[src/rtl/mgpt_pkg.sv]
package mgpt_pkg;

  localparam int unsigned TRAIL_DEPTH = 1024;
  localparam int unsigned SAMPLE_BITS = 16;
  localparam int unsigned ADDR_W      = $clog2(TRAIL_DEPTH);
  localparam int unsigned CNT_W       = ADDR_W + 1;
  localparam int unsigned CLAMP_W     = 15;
  localparam int unsigned THRESH_W    = 33;
  localparam int unsigned SQ_W        = 2 * (SAMPLE_BITS + 1);
  localparam int unsigned D2_W        = SQ_W + 2;
  localparam int unsigned CMD_W       = 2;
  localparam int unsigned MASK_W      = 3;
  localparam int unsigned AGE_W       = 10;
  localparam int unsigned ACT_W       = 3;
  localparam int unsigned CFG_IDX_W   = 1;
  localparam int unsigned CFG_DATA_W  = THRESH_W;
  localparam int unsigned S_DATA_W    = 64;
  localparam int unsigned S_USER_W    = CMD_W + MASK_W;
  localparam int unsigned M_DATA_W    = 72;
  localparam int unsigned M_USER_W    = ACT_W;

  localparam logic [CLAMP_W-1:0]  CLAMP_RST  = 15'd20480;
  localparam logic [THRESH_W-1:0] THRESH_RST = 33'd41943;

  localparam logic [CFG_IDX_W-1:0] REG_CLAMP  = 1'd0;
  localparam logic [CFG_IDX_W-1:0] REG_THRESH = 1'd1;

  localparam logic [CMD_W-1:0] CMD_SAMPLE = 2'd0;
  localparam logic [CMD_W-1:0] CMD_CLEAR  = 2'd1;
  localparam logic [CMD_W-1:0] CMD_READ   = 2'd2;

  typedef enum logic [ACT_W-1:0] {
    ACT_IGNORED   = 3'd0,
    ACT_APPEND    = 3'd1,
    ACT_OVERWRITE = 3'd2,
    ACT_UPDATE    = 3'd3,
    ACT_CLEARED   = 3'd4,
    ACT_READ_OK   = 3'd5,
    ACT_READ_OOR  = 3'd6
  } action_e;

  typedef enum logic [2:0] {
    S_IDLE,
    S_COND,
    S_MUL,
    S_EXEC,
    S_EMIT
  } state_e;

  // axis 0 = x, 1 = y, 2 = z
  typedef logic [2:0][SAMPLE_BITS-1:0] point_t;

  typedef struct packed {
    logic cond_en;
    logic mul_en;
  } dist_ctl_t;

endpackage

[src/rtl/mgpt_dist.sv]
module mgpt_dist (
  input  logic                          clk_i,
  input  mgpt_pkg::dist_ctl_t           ctl_i,
  input  mgpt_pkg::point_t              raw_i,
  input  logic [mgpt_pkg::MASK_W-1:0]   bad_mask_i,
  input  logic [mgpt_pkg::CLAMP_W-1:0]  clamp_i,
  input  mgpt_pkg::point_t              last_i,
  output mgpt_pkg::point_t              point_o,
  output logic [mgpt_pkg::D2_W-1:0]     d2_o
);
  import mgpt_pkg::*;

  point_t cond_d, cond_q, pt2_q;
  logic [2:0][SQ_W-1:0] sq_d, sq_q;
  logic signed [SAMPLE_BITS:0] lim, s, diff;
  logic signed [SQ_W-1:0] prod;

  // force flagged axes to zero, then saturate to +/- clamp
  always_comb begin
    lim    = $signed({2'b00, clamp_i});
    cond_d = '0;
    s      = '0;
    for (int a = 0; a < 3; a++) begin
      s = $signed({raw_i[a][SAMPLE_BITS-1], raw_i[a]});
      if (bad_mask_i[a]) begin
        s = '0;
      end
      if (s > lim) begin
        s = lim;
      end
      if (s < -lim) begin
        s = -lim;
      end
      cond_d[a] = s[SAMPLE_BITS-1:0];
    end
  end

  always_comb begin
    sq_d = '0;
    diff = '0;
    prod = '0;
    for (int a = 0; a < 3; a++) begin
      diff = $signed({cond_q[a][SAMPLE_BITS-1], cond_q[a]})
           - $signed({last_i[a][SAMPLE_BITS-1], last_i[a]});
      prod = SQ_W'(diff) * SQ_W'(diff);
      sq_d[a] = prod;
    end
  end

  always_ff @(posedge clk_i) begin
    if (ctl_i.cond_en) begin
      cond_q <= cond_d;
    end
    if (ctl_i.mul_en) begin
      sq_q  <= sq_d;
      pt2_q <= cond_q;
    end
  end

  assign point_o = pt2_q;
  assign d2_o    = D2_W'(sq_q[0]) + D2_W'(sq_q[1]) + D2_W'(sq_q[2]);

endmodule

[config.mk]
export PLATFORM = sky130hd
export DESIGN_NAME = mgpt_dist
export DESIGN_NICKNAME = d
export VERILOG_FILES = /design/src/rtl/mgpt_pkg.sv /design/src/rtl/mgpt_dist.sv
export SDC_FILE = /design/constraint.sdc
export NUM_CORES = 2
export LEC_CHECK = 0
export BUFFER_PORTS_ARGS = -buffer_cell sky130_fd_sc_hd__buf_2
export CAP_MARGIN = 20
export CORE_MARGIN = 5
export CORE_UTILIZATION = 59
export CTS_BUF_LIST = sky130_fd_sc_hd__clkbuf_8
export DETAILED_ROUTE_END_ITERATION = 7
export PLACE_DENSITY = 0.8
export SKIP_LAST_GASP = 1
export SLEW_MARGIN = 10
export SYNTH_ARGS = -nofsm -noshare
export SYNTH_HDL_FRONTEND = slang
export SYNTH_SLANG_ARGS = --single-unit
[constraint.sdc]
create_clock -name clk_i -period 9.2 [get_ports clk_i]
set_input_delay 0.92 -clock clk_i [delete_from_list [all_inputs] [get_ports clk_i]]
set_output_delay 0.92 -clock clk_i [all_outputs]
set_load 0.02 [all_outputs]
==> impl_results.md <==
* Number of flops mapped to enable cells by yosys at between 150 and 200
* RSZ-0062 raised after global routing: no
* Nets at between 6000 and 7000
* Maximum Capacitance Violations at 0
* Seq/Total Area, Yosys at 13.7%
* WP data required at 9.55 ns
* Initial Util at between 50% and 60%
* Fmax at 0.115 GHz
* Status: complete, no violations
* Skew-Pair Late Insertion Delay at approximately 0.60 ns
* Most frequent CP cell: fa_1
* Clock buffer depth at 2
* Yosys cell types at 85
* FF-to-FF path depth at 31
* Tcrit/Tclk final at 94.7%
* CP bufs+invs at 6
* Wire per inst at about 20 um
* DP Wirelength at approximately 98000 um
* Die area at between 70000 and 80000 um^2
* Async set or reset register ratio after synthesis at 0%
* Core area at around 72000 um^2
* Final Critical Period at between 8 and 9 ns
* Initial antenna violation count at 2
* Final hold violation count at 0
* Starting DRT DRC Count at 2331
* Met2 GRT Util at around half
* Post-synth top area share at 39.6%
* Fillers at approximately 5700
* DP Cell Count at ~5600
* Top Ports at between 200 and 250
* Finished Layout Cells at 5644
* Synth Cell Area at approximately 43000 um^2
* Area grow syn2layout at 7.71%
* Total wire length at around 110000 um
* DR pass1 iterations at 6
* Largest net degree at the start of global routing at around 80
* Antenna diodes at 0
* Gate Count Post-Synth at 4430
* Total Neg Setup Slack at 0 ns
* Post-synth top cells: inv_1 (1067), fa_1 (847), ha_1 (426)
* Die width at 279 um
* Drt drc at 0
* CTS root buffer: clkbuf_8
* Arrival time worst endpoint at between 9 and 10 ns
* Worst min path class: register to register
* Pins over their slew limit at 0
* Setup violations, final at 0
* Worst hold stages at 0
* Placer Congestion at a little over 1
* Top_reg_cell synth: edfxtp_1
* Number of global-route vias before repair at around 35000
* Crit. End Element: register
* CTS Sinks at 195
* Met3 Usage GRT at between 6 and 7%
* Final clock skew at roughly 0.027 ns
* Normalized max-slew margin at between 30% and 40%
* Die height at 279 um
* Crit start category: register
* Crit Path Max Fanout at 7
* Post-CTS Hold Buffers at 0
* CP max stage delay at 0.58 ns
* GRT Overall Usage at ~30%
* Grt met1 use at roughly 38%
* Final core occ at between 60 and 70%
* CP Class: register to register
* Crit path depth at 31
* FP Rows at 98
* Grt ovf at 0
* Yosys reg bits at between 150 and 200
* GR peak layer: met2
* Delay-heaviest family, CP: adder cells
* Average cell area after synthesis at between 9 and 10 um^2
* Largest area contributor in the netlist: fa_1
* Resize count post-CTS at 0
* Ys Warns at 0
* DR vias/cell at roughly 5.7
* Top cells by area, synth: fa_1 (40%), edfxtp_1 (14%), ha_1 (12%)
* CTS tree: yes
* CTS Buf Count at 17
* Via count at 32000
* Remaining antenna violation count after routing at 0
* Global-route wire length before repair at between 150000 and 200000 um
* Share of cells above drive strength 1 at 9.74%
* Clock-pin slew on the worst setup and hold paths at between 0.1 and 0.15 ns
* Port bufs at 200
* Tightest Pin Transition at approximately 1.0 ns
* H-Tree Depth at 4
* Worst path slowest cell: edfxtp_1
* Final Cell Area at about 46000 um^2
* Setup Buffers After CTS at 0
* Top-count cell post-synth: inv_1
* DP Area at about 46000 um^2
[final timing paths]
kind	slack, ns	endpoint	startpoint
min reg2reg	0.47	point_o[12]	cond_q[12]
max	0.49	sq_q[101]	cond_q[33]
max reg2reg	0.49	sq_q[101]	cond_q[33]
min	0.47	point_o[12]	cond_q[12]
[layer usage]
layer  vias to the layer above  share of wire, %
met1                     15800                37
met3                       404               8.4
met2                      1463                48
met5                         -             0.018
met4                         4               6.4
li1                      14300                 -
[cells in the final DEF (no fill, tap or decap), types with 6 or more instances in the layout]
cell type,Yosys,final
nand3_1,36,36
fa_1,847,847
o31ai_1,9,9
clkbuf_8,0,17
and3_1,20,20
a31o_2,6,6
a221o_1,6,6
buf_4,1,130
buf_2,19,199
and2_1,10,10
o211ai_1,21,21
o22ai_1,15,15
nand2b_1,27,27
nor3_1,47,47
mux2i_1,7,7
a21o_1,77,77
o21ai_0,101,101
a21boi_0,8,8
mux2_2,42,42
o21bai_1,20,20
ha_1,426,426
inv_1,1067,1067
nand4_1,22,22
o21ai_1,10,10
nor2_1,376,376
a31oi_1,12,12
a211oi_1,18,18
xnor2_1,137,136
xor2_1,46,46
inv_2,8,8
or2_2,8,8
clkinv_1,8,8
edfxtp_1,195,195
nand2_1,347,347
nor2b_1,74,74
or3_1,8,8
a21oi_1,145,145
o21a_1,30,30
[through the flow]
| stage | hold WS (ns) | setup WS [ns] |
|---|---|---|
| finish | 0.470 | 0.488 |
| global route | 0.481 | 0.0298 |
| CTS | 0.478 | 0.463 |
| detailed placement | 0.456 | -0.0361 |
| global placement | 0.463 | 0.137 |
| floorplan | 0.426 | 0.256 |
[cells by family after synthesis]
| family | share of synthesized area [%] |
|---|---|
| adders and majority gates | 52.1 |
| buffers and inverters | 10.5 |
| and+or+nand+nor | 10.2 |
| AOI/OAI and AO/OA | 8.46 |
| DFF | 13.7 |
| xor gates and xnor gates | 3.82 |
| muxes | 1.30 |
| other | 0.00876 |
[state kept, by name, summed over array words and instances (netlist names)]
signal and count:
sq_q 99, cond_q 48, point_o 48
[layout make-up]
cell class,count,area (um^2),area share (%)
multi-input combinational,3051,32500,70.5
clock inverter,15,235,0.510
clock buffer,17,234,0.507
tap,950,1190,2.58
sequential,195,5860,12.7
inverter,1083,4070,8.82
timing repair buffer,333,2040,4.43
Power is left out: the tool's default activity adds up to more than one toggle a clock period on the data nets, which glitch-free logic cannot reach.
